File: src/rtl/core/sshdf_pkg.sv
`default_nettype none
// ----------------------------------------------------------------------------
// SSH packet deframer package
// Result codes, character constants, framing limits and the result record
// used by the deframer.
// ----------------------------------------------------------------------------
package sshdf_pkg;

    // Result kinds.
    localparam logic [1:0] K_IDENT_BYTE = 2'd0;
    localparam logic [1:0] K_IDENT_END  = 2'd1;
    localparam logic [1:0] K_PAYLOAD    = 2'd2;
    localparam logic [1:0] K_ERROR      = 2'd3;

    // Error causes.
    localparam logic CAUSE_LENGTH  = 1'b0;
    localparam logic CAUSE_PADDING = 1'b1;

    // Characters and framing limits.
    localparam logic [7:0]  CH_CR         = 8'h0D;
    localparam logic [7:0]  CH_LF         = 8'h0A;
    localparam logic [31:0] MIN_PACKET    = 32'd5;
    localparam logic [7:0]  MIN_PADDING   = 8'd4;
    localparam int          LEN_W         = 16;
    localparam logic [15:0] MAX_LEN_RESET = 16'd1024;

    typedef struct packed {
        logic [1:0] kind;
        logic [7:0] out_byte;
        logic       last_of_payload;
        logic       error_cause;
    } t_result;

endpackage
`default_nettype wire

File: src/rtl/core/sshdf_in_if.sv
`default_nettype none
// ----------------------------------------------------------------------------
// SSH deframer receive channel
// Valid/ready channel carrying one received byte or a new-connection request.
// ----------------------------------------------------------------------------
interface sshdf_in_if;
    logic       valid;
    logic       ready;
    logic [7:0] rx_byte;
    logic       new_connection;

    modport source (output valid, output rx_byte, output new_connection, input ready);
    modport sink   (input valid, input rx_byte, input new_connection, output ready);
endinterface
`default_nettype wire

File: src/rtl/core/sshdf_out_if.sv
`default_nettype none
// ----------------------------------------------------------------------------
// SSH deframer result channel
// Valid/ready channel carrying one deframer result per request.
// ----------------------------------------------------------------------------
interface sshdf_out_if;
    logic       valid;
    logic       ready;
    logic [1:0] kind;
    logic [7:0] out_byte;
    logic       last_of_payload;
    logic       error_cause;

    modport source (output valid, output kind, output out_byte, output last_of_payload,
                    output error_cause, input ready);
    modport sink   (input valid, input kind, input out_byte, input last_of_payload,
                    input error_cause, output ready);
endinterface
`default_nettype wire

File: src/rtl/core/ssh_packet_deframer_top.sv
`default_nettype none
// ----------------------------------------------------------------------------
// SSH binary packet deframer
// Byte-serial parser for the identification line and packet framing of an
// SSH connection, with a four-entry result queue.
// ----------------------------------------------------------------------------
// The deframer takes one received byte per request on i_rx and can take a new
// request on every clock cycle while at least two result queue entries are
// free. Each byte is parsed in the cycle it is accepted: the parse state and
// the up to two results it causes are written into registers at that clock
// edge, and results leave on o_res one per request starting on the next
// cycle. A four-entry result queue sits between the two sides, so input keeps
// flowing while the consumer stalls until the queue fills; input is taken
// whenever at least two queue entries are free. The only case that produces
// two results from one byte is a lone CR in the identification line followed
// by another data byte. In ident phase, bytes up to CR LF are passed out as
// ident bytes (the first IDENT_MAX only), then an ident-end result follows.
// In packet phase the 4-byte big-endian length is checked against 5 and the
// max-length register, the padding byte against 4 and the length, the payload
// bytes are passed out with the last one marked, and the padding is dropped.
// A failed check yields one error result, after which all bytes are ignored
// until a request with new_connection set. The max-length register is written
// through i_cfg_wr_en / i_cfg_wr_data and resets to 1024; the user must write
// it only while the block is idle, which the block itself does not enforce.
// ----------------------------------------------------------------------------
module ssh_packet_deframer_top #(
    parameter int IDENT_MAX = 63
) (
    input  wire                       i_clk,
    input  wire                       i_rst_n,
    input  wire                       i_cfg_wr_en,
    input  wire [sshdf_pkg::LEN_W-1:0] i_cfg_wr_data,
    sshdf_in_if.sink                  i_rx,
    sshdf_out_if.source               o_res
);
    import sshdf_pkg::*;

    // Width of the ident byte counter, enough to hold IDENT_MAX itself.
    localparam int ICW = $clog2(IDENT_MAX + 1);
    localparam logic [ICW-1:0] IDENT_LIMIT = ICW'(IDENT_MAX);

    // Parser phases.
    localparam logic [2:0] PH_IDENT   = 3'd0;
    localparam logic [2:0] PH_LEN     = 3'd1;
    localparam logic [2:0] PH_PAD     = 3'd2;
    localparam logic [2:0] PH_PAYLOAD = 3'd3;
    localparam logic [2:0] PH_SKIP    = 3'd4;
    localparam logic [2:0] PH_ERROR   = 3'd5;

    // Configuration register.
    logic [LEN_W-1:0] r_max_len;

    // Parse state.
    logic [2:0]       r_phase,      n_phase;
    logic             r_cr_pending, n_cr_pending;
    logic [ICW-1:0]   r_ident_cnt,  n_ident_cnt;
    logic [1:0]       r_len_idx,    n_len_idx;
    logic [31:0]      r_pkt_len,    n_pkt_len;
    logic [7:0]       r_pad_len,    n_pad_len;
    logic [LEN_W-1:0] r_remain,     n_remain;

    // Result queue.
    t_result          r_fifo [4];
    logic [1:0]       r_wr_ptr;
    logic [1:0]       r_rd_ptr;
    logic [2:0]       r_count;

    logic             accept;
    logic             pop;
    logic [1:0]       push_n;
    t_result          res0;
    t_result          res1;

    // Ident-phase helpers.
    logic             cr_emit;
    logic             byte_emit;
    logic [ICW-1:0]   cnt_after_cr;
    logic [31:0]      len_shift;
    logic [31:0]      pad_plus_one;
    logic [LEN_W-1:0] body_len;
    logic [LEN_W-1:0] remain_dec;

    // Input is taken while two queue entries are free, the worst case of one byte.
    assign i_rx.ready = (r_count <= 3'd2);
    assign accept     = i_rx.valid && i_rx.ready;

    assign o_res.valid           = (r_count != 3'd0);
    assign o_res.kind            = r_fifo[r_rd_ptr].kind;
    assign o_res.out_byte        = r_fifo[r_rd_ptr].out_byte;
    assign o_res.last_of_payload = r_fifo[r_rd_ptr].last_of_payload;
    assign o_res.error_cause     = r_fifo[r_rd_ptr].error_cause;
    assign pop                   = o_res.valid && o_res.ready;

    assign len_shift    = {r_pkt_len[23:0], i_rx.rx_byte};
    assign pad_plus_one = {24'd0, i_rx.rx_byte} + 32'd1;
    assign body_len     = r_pkt_len[LEN_W-1:0] - LEN_W'(1) - {8'd0, i_rx.rx_byte};
    assign remain_dec   = r_remain - LEN_W'(1);

    // A pending CR that is not part of CR LF is ident data and goes out first;
    // the current byte may follow it in the same step.
    assign cr_emit      = r_cr_pending && (r_ident_cnt < IDENT_LIMIT);
    assign cnt_after_cr = r_ident_cnt + ICW'(cr_emit);
    assign byte_emit    = (i_rx.rx_byte != CH_CR) && (cnt_after_cr < IDENT_LIMIT);

    always_comb begin
        n_phase      = r_phase;
        n_cr_pending = r_cr_pending;
        n_ident_cnt  = r_ident_cnt;
        n_len_idx    = r_len_idx;
        n_pkt_len    = r_pkt_len;
        n_pad_len    = r_pad_len;
        n_remain     = r_remain;
        push_n       = 2'd0;
        res0         = '0;
        res1         = '0;

        if (accept) begin
            if (i_rx.new_connection) begin
                n_phase      = PH_IDENT;
                n_cr_pending = 1'b0;
                n_ident_cnt  = '0;
                n_len_idx    = 2'd0;
                n_pkt_len    = '0;
                n_pad_len    = '0;
                n_remain     = '0;
            end else begin
                case (r_phase)
                    PH_IDENT: begin
                        if (r_cr_pending && (i_rx.rx_byte == CH_LF)) begin
                            res0.kind    = K_IDENT_END;
                            push_n       = 2'd1;
                            n_cr_pending = 1'b0;
                            n_ident_cnt  = '0;
                            n_phase      = PH_LEN;
                            n_len_idx    = 2'd0;
                            n_pkt_len    = '0;
                            n_pad_len    = '0;
                            n_remain     = '0;
                        end else begin
                            n_cr_pending = (i_rx.rx_byte == CH_CR);
                            n_ident_cnt  = cnt_after_cr + ICW'(byte_emit);
                            if (cr_emit) begin
                                res0.kind     = K_IDENT_BYTE;
                                res0.out_byte = CH_CR;
                                res1.kind     = K_IDENT_BYTE;
                                res1.out_byte = i_rx.rx_byte;
                                push_n        = byte_emit ? 2'd2 : 2'd1;
                            end else begin
                                res0.kind     = K_IDENT_BYTE;
                                res0.out_byte = i_rx.rx_byte;
                                push_n        = byte_emit ? 2'd1 : 2'd0;
                            end
                        end
                    end
                    PH_LEN: begin
                        n_pkt_len = len_shift;
                        n_len_idx = r_len_idx + 2'd1;
                        if (r_len_idx == 2'd3) begin
                            if ((len_shift < MIN_PACKET) ||
                                (len_shift > {16'd0, r_max_len})) begin
                                res0.kind        = K_ERROR;
                                res0.error_cause = CAUSE_LENGTH;
                                push_n           = 2'd1;
                                n_phase          = PH_ERROR;
                            end else begin
                                n_phase = PH_PAD;
                            end
                        end
                    end
                    PH_PAD: begin
                        n_pad_len = i_rx.rx_byte;
                        if ((i_rx.rx_byte < MIN_PADDING) || (pad_plus_one >= r_pkt_len)) begin
                            res0.kind        = K_ERROR;
                            res0.error_cause = CAUSE_PADDING;
                            push_n           = 2'd1;
                            n_phase          = PH_ERROR;
                        end else if (body_len != '0) begin
                            n_remain = body_len;
                            n_phase  = PH_PAYLOAD;
                        end else begin
                            // Empty payload: go straight to dropping the padding.
                            n_remain = {8'd0, i_rx.rx_byte};
                            n_phase  = PH_SKIP;
                        end
                    end
                    PH_PAYLOAD: begin
                        res0.kind     = K_PAYLOAD;
                        res0.out_byte = i_rx.rx_byte;
                        push_n        = 2'd1;
                        if (remain_dec == '0) begin
                            res0.last_of_payload = 1'b1;
                            n_remain             = {8'd0, r_pad_len};
                            n_phase              = PH_SKIP;
                        end else begin
                            n_remain = remain_dec;
                        end
                    end
                    PH_SKIP: begin
                        if (remain_dec == '0) begin
                            n_phase   = PH_LEN;
                            n_len_idx = 2'd0;
                            n_pkt_len = '0;
                            n_pad_len = '0;
                            n_remain  = '0;
                        end else begin
                            n_remain = remain_dec;
                        end
                    end
                    default: begin
                        // After a framing error every byte is dropped.
                        n_phase = r_phase;
                    end
                endcase
            end
        end
    end

    always_ff @(posedge i_clk) begin
        if (!i_rst_n) begin
            r_max_len    <= MAX_LEN_RESET;
            r_phase      <= PH_IDENT;
            r_cr_pending <= 1'b0;
            r_ident_cnt  <= '0;
            r_len_idx    <= 2'd0;
            r_pkt_len    <= '0;
            r_pad_len    <= '0;
            r_remain     <= '0;
            r_wr_ptr     <= 2'd0;
            r_rd_ptr     <= 2'd0;
            r_count      <= 3'd0;
        end else begin
            if (i_cfg_wr_en) begin
                r_max_len <= i_cfg_wr_data;
            end
            r_phase      <= n_phase;
            r_cr_pending <= n_cr_pending;
            r_ident_cnt  <= n_ident_cnt;
            r_len_idx    <= n_len_idx;
            r_pkt_len    <= n_pkt_len;
            r_pad_len    <= n_pad_len;
            r_remain     <= n_remain;
            r_wr_ptr     <= r_wr_ptr + push_n;
            r_rd_ptr     <= r_rd_ptr + 2'(pop);
            r_count      <= r_count + {1'b0, push_n} - 3'(pop);
        end
    end

    // Queue storage; the second result lands in the entry after the first.
    always_ff @(posedge i_clk) begin
        if (push_n != 2'd0) begin
            r_fifo[r_wr_ptr] <= res0;
        end
        if (push_n == 2'd2) begin
            r_fifo[r_wr_ptr + 2'd1] <= res1;
        end
    end

`ifndef SYNTHESIS
    a_count_bound: assert property (@(posedge i_clk) disable iff (!i_rst_n)
        r_count <= 3'd4)
        else $error("result queue overfilled");

    a_ptr_match: assert property (@(posedge i_clk) disable iff (!i_rst_n)
        (r_count == 3'd4) || (r_count[1:0] == 2'(r_wr_ptr - r_rd_ptr)))
        else $error("queue pointers disagree with fill count");

    a_error_silent: assert property (@(posedge i_clk) disable iff (!i_rst_n)
        (accept && !i_rx.new_connection && (r_phase == PH_ERROR)) |=>
            (r_phase == PH_ERROR) && (r_count <= $past(r_count)))
        else $error("result produced after framing error");

    a_restart: assert property (@(posedge i_clk) disable iff (!i_rst_n)
        (accept && i_rx.new_connection) |=>
            (r_phase == PH_IDENT) && !r_cr_pending && (r_ident_cnt == '0))
        else $error("new connection did not restart ident phase");
`endif

endmodule
`default_nettype wire
File: src/flat_wrapper.sv
// flat-port wrapper written by rule: the top's interface ports become plain ports
module ssh_packet_deframer_top_flat import sshdf_pkg::*;
#(
    parameter int IDENT_MAX = 63
)
  (i_clk, i_rst_n, i_cfg_wr_en, i_cfg_wr_data, i_rx_valid, i_rx_rx_byte, i_rx_new_connection, i_rx_ready, o_res_valid, o_res_kind, o_res_out_byte, o_res_last_of_payload, o_res_error_cause, o_res_ready);
  sshdf_in_if i_rx_i ();
  sshdf_out_if o_res_i ();
  input  wire i_clk;
  input  wire i_rst_n;
  input  wire i_cfg_wr_en;
  input  wire [sshdf_pkg::LEN_W-1:0] i_cfg_wr_data;
  input wire logic [$bits(i_rx_i.valid)-1:0] i_rx_valid;
  input wire logic [$bits(i_rx_i.rx_byte)-1:0] i_rx_rx_byte;
  input wire logic [$bits(i_rx_i.new_connection)-1:0] i_rx_new_connection;
  output wire logic [$bits(i_rx_i.ready)-1:0] i_rx_ready;
  output wire logic [$bits(o_res_i.valid)-1:0] o_res_valid;
  output wire logic [$bits(o_res_i.kind)-1:0] o_res_kind;
  output wire logic [$bits(o_res_i.out_byte)-1:0] o_res_out_byte;
  output wire logic [$bits(o_res_i.last_of_payload)-1:0] o_res_last_of_payload;
  output wire logic [$bits(o_res_i.error_cause)-1:0] o_res_error_cause;
  input wire logic [$bits(o_res_i.ready)-1:0] o_res_ready;
  assign i_rx_i.valid = i_rx_valid;
  assign i_rx_i.rx_byte = i_rx_rx_byte;
  assign i_rx_i.new_connection = i_rx_new_connection;
  assign i_rx_ready = i_rx_i.ready;
  assign o_res_valid = o_res_i.valid;
  assign o_res_kind = o_res_i.kind;
  assign o_res_out_byte = o_res_i.out_byte;
  assign o_res_last_of_payload = o_res_i.last_of_payload;
  assign o_res_error_cause = o_res_i.error_cause;
  assign o_res_i.ready = o_res_ready;
  ssh_packet_deframer_top #(.IDENT_MAX(IDENT_MAX)) u_core (.i_clk(i_clk), .i_rst_n(i_rst_n), .i_cfg_wr_en(i_cfg_wr_en), .i_cfg_wr_data(i_cfg_wr_data), .i_rx(i_rx_i), .o_res(o_res_i));
endmodule
File: config.mk
export PLATFORM = sky130hd
export DESIGN_NAME = ssh_packet_deframer_top_flat
export DESIGN_NICKNAME = d
export VERILOG_FILES = /design/src/rtl/core/sshdf_pkg.sv /design/src/rtl/core/sshdf_in_if.sv /design/src/rtl/core/sshdf_out_if.sv /design/src/rtl/core/ssh_packet_deframer_top.sv /design/src/flat_wrapper.sv
export SDC_FILE = /design/constraint.sdc
export NUM_CORES = 1
export LEC_CHECK = 0
export BUFFER_PORTS_ARGS = -buffer_cell sky130_fd_sc_hd__buf_2
export CORE_ASPECT_RATIO = 0.5
export CORE_MARGIN = 4
export CORE_UTILIZATION = 40
export DETAILED_ROUTE_END_ITERATION = 12
export GPL_TIMING_DRIVEN = 0
export PLACE_DENSITY = 0.6
export SYNTH_ARGS = -nofsm -noshare
export SYNTH_HDL_FRONTEND = slang
export SYNTH_SLANG_ARGS = --single-unit
File: constraint.sdc
create_clock -name i_clk -period 4.5 [get_ports i_clk]
set_input_delay 0.45 -clock i_clk [delete_from_list [all_inputs] [get_ports i_clk]]
set_output_delay 0.45 -clock i_clk [all_outputs]
set_load 0.005 [all_outputs]
# ---- After elaboration in Yosys (flattened, before gate mapping)
# Memories as Yosys holds them, arrays and structs flattened. A register that Yosys moved wholly into a read port is not among the register bits.
# Cells that the tools add are included.
dict set report totals {
  reg_bits 91
  ram_bits 48
  in_bits 30
  out_inout_bits 14
  wordCells 135
  n_memories 1
}
dict set report op_classes {
  add_sub_neg 12
  order_cmp 7
  eq_ne 14
  muxes 68
  reduce_logical 22
}
# name words word_bits read_ports rd_ports_with_merged_regs wr line
set memory_table {}
lappend memory_table {u_core.r_fifo 4 12 1 1 2 ssh_packet_deframer_top.sv:63} ;# t_result r_fifo [4];
# op count
set op_table {}
lappend op_table {{two-way mux 16 bit} 6}
lappend op_table {{two-way mux 32 bit} 3}
lappend op_table {{case mux 32 bit (3 select lines)} 1}
lappend op_table {{case mux 16 bit (4 select lines)} 1}
lappend op_table {{two-way mux 8 bit} 6}
lappend op_table {{two-way mux 10 bit} 4}
lappend op_table {{greater-or-equal comparator 32 bit} 1}
lappend op_table {{> comparator 32 x 16 -> 1 bit} 1}
lappend op_table {{< comparator 32 x 3 -> 1 bit (second input constant)} 1}
lappend op_table {{subtractor 16 x 1 -> 16 bit (second input constant)} 2}
lappend op_table {{two-way mux 2 bit} 13}
lappend op_table {{two-way mux 12 bit} 2}
lappend op_table {{two-way mux 3 bit} 8}
lappend op_table {{case mux 8 bit (3 select lines)} 1}
lappend op_table {{two-way mux 6 bit} 3}
lappend op_table {{== test 8 x 4 -> 1 bit (second input constant)} 2}
lappend op_table {{zero test 16 bit} 1}
lappend op_table {{case mux 2 bit (4 select lines)} 2}
lappend op_table {{case mux 8 bit (2 select lines)} 1}
lappend op_table {{nonzero test 16 bit} 1}
lappend op_table {{subtractor 16 x 8 -> 16 bit} 1}
lappend op_table {{two-way mux 1 bit} 15}
lappend op_table {{case mux 3 bit (5 select lines)} 1}
lappend op_table {{adder 6 x 1 -> 6 bit} 2}
lappend op_table {{28 further kinds} 44}

# ---- Logic depth before layout (Yosys ltp)
dict set report logic_depth {
  ltp_word 14
  ltp_mapped 20
  ltp_nobuf 18
}

# ---- Least setup slack after synthesis
# OpenSTA, ideal clock, no wires.
dict set report synth_timing {
  path_type {input port to flip-flop}
  from {input port i_rx_rx_byte[2]}
  to {register u_core.r_count[2]}
  setup_time_ps 115
  t_arrival_ps 4248
  required_time_ps 4385
  slack_ps 137
  cell_stages 20
  cell_sequence {buf_1 > inv_1 > nor3_1 > nand3_1 > xnor2_1 > ha_1 > a211oi_1 > nor2_1 > a2111oi_0 > o31ai_1 > buf_2 > a221o_1 > buf_6 > nand2b_4 > nor2_1 > nor2_1 > ha_1 > fa_1 > xnor2_1 > and2_1}
}
dict set report synth_via {
  elab_chain_cells 10
}
# element line
set synth_rtl {}
lappend synth_rtl {{from (decl)} flat_wrapper.sv:14} ;# input wire logic [$bits(i_rx_i.rx_byte)-1:0] i_rx_rx_byte;
lappend synth_rtl {{branches (longest 5 deep; another with greater-or-equal comparator 32 bit)} n/a}
lappend synth_rtl {{case mux 2 bit (4 select lines) *} ssh_packet_deframer_top.sv:127} ;# case (r_phase)
lappend synth_rtl {{two-way mux 2 bit *} ssh_packet_deframer_top.sv:118} ;# if (i_rx.new_connection) begin
lappend synth_rtl {{two-way mux 2 bit *} ssh_packet_deframer_top.sv:117} ;# if (accept) begin
lappend synth_rtl {{adder 3 x 2 -> 3 bit *} ssh_packet_deframer_top.sv:244} ;# r_count <= r_count + {1'b0, push_n} - 3'(pop);
lappend synth_rtl {{subtractor 3 x 1 -> 3 bit *} ssh_packet_deframer_top.sv:244}
lappend synth_rtl {{to (signal assigned)} ssh_packet_deframer_top.sv:244}
lappend synth_rtl {{to (decl)} ssh_packet_deframer_top.sv:66} ;# logic [2:0] r_count;
# Every way passes the cells marked *.
# A chain may end at the register's enable or synchronous reset.

# ---- Worst setup path in the final report
dict set report layout_timing {
  from {input port i_rx_rx_byte[0]}
  to {register u_core.r_count[2]}
}
# Same word-level chain as after synthesis.

==> summary.md <==
| Metric | Value |
|---|---|
| Status | finished, final reports clean |
| Syn avg cell area | 8.96 sq um |
| Antenna violations before repair | 0 |
| Setup CP Type | primary input to flop |
| CTS tree | built |
| Fmax | 232 MHz |
| Register area share after synthesis | 0.359 |
| Final design utilization | 0.475 |
| Critical path required time | 4820 ps |
| GP Congestion | 0.880 |
| Hold buffers post-CTS | 0 |
| Commonest cells after routing, fill and taps aside | dfxtp_1, nor2b_1, nor2_1, nand2_1, a22oi_1 |
| Final Non-Filler Cells | 1,332 |
| Minimum clock period | 4320 ps |
| R2R Setup Slk | 280 ps |
| Worst Path Max Fanout | 10 |
| Placed Cells | 1,297 |
| Min-delay src | i_cfg_wr_data[10] |
| HPWL after detailed placement | 18,400 um |
| Global-route wire length before repair | 40,000 um |
| Worst Max-Slew Pin Slew | 1140 ps |
| Fraction of registers with async set or reset after synthesis | 0 |
| Yosys warning count | 0 |
| Final ANT Viol Nets | 0 |
| Layout fillers | 1,986 |
| First-pass DRT Iterations | 5 |
| DIE WIDTH | 216 um |
| CP startpoint kind | primary input |
| Period Utilization, post-route | 0.960 |
| Most common cell after layout, fill and taps aside | dfxtp_1 |
| IO Port Bufs | 41 |
| Post-DR wirelength/cell | 18.5 um |
| Num rows | 37 |
| DR iter-0 viols | 709 |
| Crit path from | i_rx_rx_byte[0] |
| H-tree levels | 4 |
| EDFF count, synth | 32 |
| Clk slew on worst S/H paths | 60 ps |
| Synth Instances | 964 |
| Core box area | 20,900 sq um |
| Final #Nets | 1,109 |
| Clock skew | 9.15 ps |
| Via/cell ratio | 5.74 |
| Final setup vio count | 0 |
| Clock Path Buffers | 2 |
| Vias | 7,641 |
| Critical Path AT | 4640 ps |
| Post-synthesis cell area | 8630 sq um |
| IO Pins | 44 |
| CTS root buf | clkbuf_16 |
| Max-cap violation count | 0 |
| Clock Latency Late Sink | 440 ps |
| Total die area | 24,100 sq um |
| Grt total ovfl | 0 |
| DRT Wirelength | 24,600 um |
| Share of layout cells above drive strength 1 | 0.127 |
| Synth Flop Type | dfxtp_1 |
| Vias in the first global route | 7,588 |
| Synth Register Bits | 139 |
| Peak VDD IR | 0.000177 V |
| Pwr per Cell Area | 337 nW/um^2 |
| Pin count of the biggest net entering global routing | 17 |
| Max-slew headroom | 0.234 |
| # diodes | 0 |
| Initial Util | 0.413 |
| Final Hold Viols | 0 |
| DRC viols | 0 |
| Syn_nets | 1,046 |
| Cell variety after synth | 81 |
| Leakage | 0.00367 uW |
| Die Y | 112 um |
| Fin Hold WS | 259 ps |
| Total Routing Usage GR | 0.207 |
| CP endpoint kind | flop |
| Slew Limit Fails | 0 |
| Hold crit path type | primary input to flop |
| TritonCTS buffer count | 17 |
| CTS Sinks | 139 |
| Reg2reg start | u_core.r_ident_cnt[3]$_SDFFE_PN0P_ |
| Layout overhead on the synthesized area | 14.8% |
final cells by class:
class                           instances  area, sq um  share of cell area
Multi-Input combinational cell        717         5150               0.520
Clock inverter                         14          170              0.0172
Sequential cell                       139         3100               0.313
Buffer                                 54          220              0.0222
Timing Repair Buffer                   49          270              0.0273
Clock buffer                           18          429              0.0433
Tap cell                              292          365              0.0369
Inverter                               49          199              0.0201
cell families (layout without fill, tap and decap cells):
kind of cell / count (synthesis) / count (layout) / synth area share
xor gates and xnor gates: 38 / 38 / 0.0386
DFF: 139 / 139 / 0.359
and+or+nand+nor: 366 / 366 / 0.229
adders and majority gates: 52 / 52 / 0.0771
buffers and inverters: 108 / 184 / 0.0487
AOI/OAI and AO/OA: 233 / 233 / 0.197
muxes: 28 / 28 / 0.0499
power breakdown:
group | internal (uW) | leakage (uW) | switching [uW]
Combinational | 240 | 0.00223 | 309
Sequential | 1310 | 0.00116 | 30.9
Clock | 872 | 0.000283 | 577
Total | 2420 | 0.00367 | 917
routing by layer:
layer,routed length (um),share of wire,up-vias,GRT usage
li1,-,-,3679,-
met1,11500,0.47,3674,0.274
met2,11100,0.45,258,0.332
met3,1660,0.068,30,0.0564
met4,333,0.014,0,0.0605
met5,0,0,-,0
synth_stat cells (all sizes together) (13+ instances only):
master / n / area (sq um)
dfxtp: 107 / 2140
nor2b: 76 / 475
nor2: 65 / 251
nand2: 64 / 240
a22oi: 58 / 435
clkbuf: 50 / 188
ha: 50 / 626
inv: 48 / 180
o21ai: 38 / 231
edfxtp: 32 / 961
nor3: 30 / 150
a21oi: 27 / 139
xnor2: 25 / 219
and2: 24 / 155
nand3: 24 / 120
o22ai: 22 / 144
mux2i: 16 / 160
nor4: 14 / 93.8
xor2: 13 / 114
worst max-delay path, cell delays in order:
cell        delay (ps)
buf_2              260
clkinvlp_4         200
buf_4              180
ha_1               290
ha_1               180
a211o_1            280
a31o_2             240
a2111oi_4          380
o31ai_2            160
buf_2              220
a221o_1            380
buf_6              170
nand2b_4           180
nor2_1             110
nor2_1              70
ha_1               240
fa_1               380
xnor2_1            130
and2_1             140
flip-flops by register name, indices dropped and copies added (netlist names):
signal	flops
u_core.r_wr_ptr	2
u_core.r_remain	16
u_core.r_phase	3
u_core.r_ident_cnt	6
u_core.r_count	3
u_core.r_fifo	48
u_core.r_pad_len	8
u_core.r_max_len	16
u_core.r_rd_ptr	2
u_core.r_cr_pending	1
u_core.r_pkt_len	32
u_core.r_len_idx	2
worst paths after layout:
check / endpoint / cells past startpoint
worst min-delay path: u_core.r_max_len[10]$_SDFFE_PN1P_ / 3
worst min register to register: u_core.r_fifo[0][10]$_SDFFE_PP0N_ / 2
worst max register to register: u_core.r_fifo[2][3]$_DFFE_PP_ / 17
worst max-delay path: u_core.r_count[2]$_SDFF_PN0_ / 19
per-stage QoR:
| stage | cell area, sq um | setup TNS [ps] | power [uW] | setup slack, ps |
|---|---|---|---|---|
| floorplan | 8630 | 0 | 1730 | 137 |
| finish | 9910 | 0 | 3340 | 182 |
| global placement | 9200 | -79780 | 1890 | -1350 |
| global route | 9910 | -37.9 | 3490 | -6.98 |
| CTS | 9850 | -8.18 | 3360 | -8.18 |
| detailed placement | 9200 | -90710 | 1910 | -1470 |
timing repair:
action	CTS	global route
gates resized for setup	8	10
setup buffers	2	6
gates cloned	0	0
endpoints found under the setup margin	101	50
hold endpoints to repair	0	0
pin swaps	1	1
No activity file was read; power rests on OpenSTA's default activity.
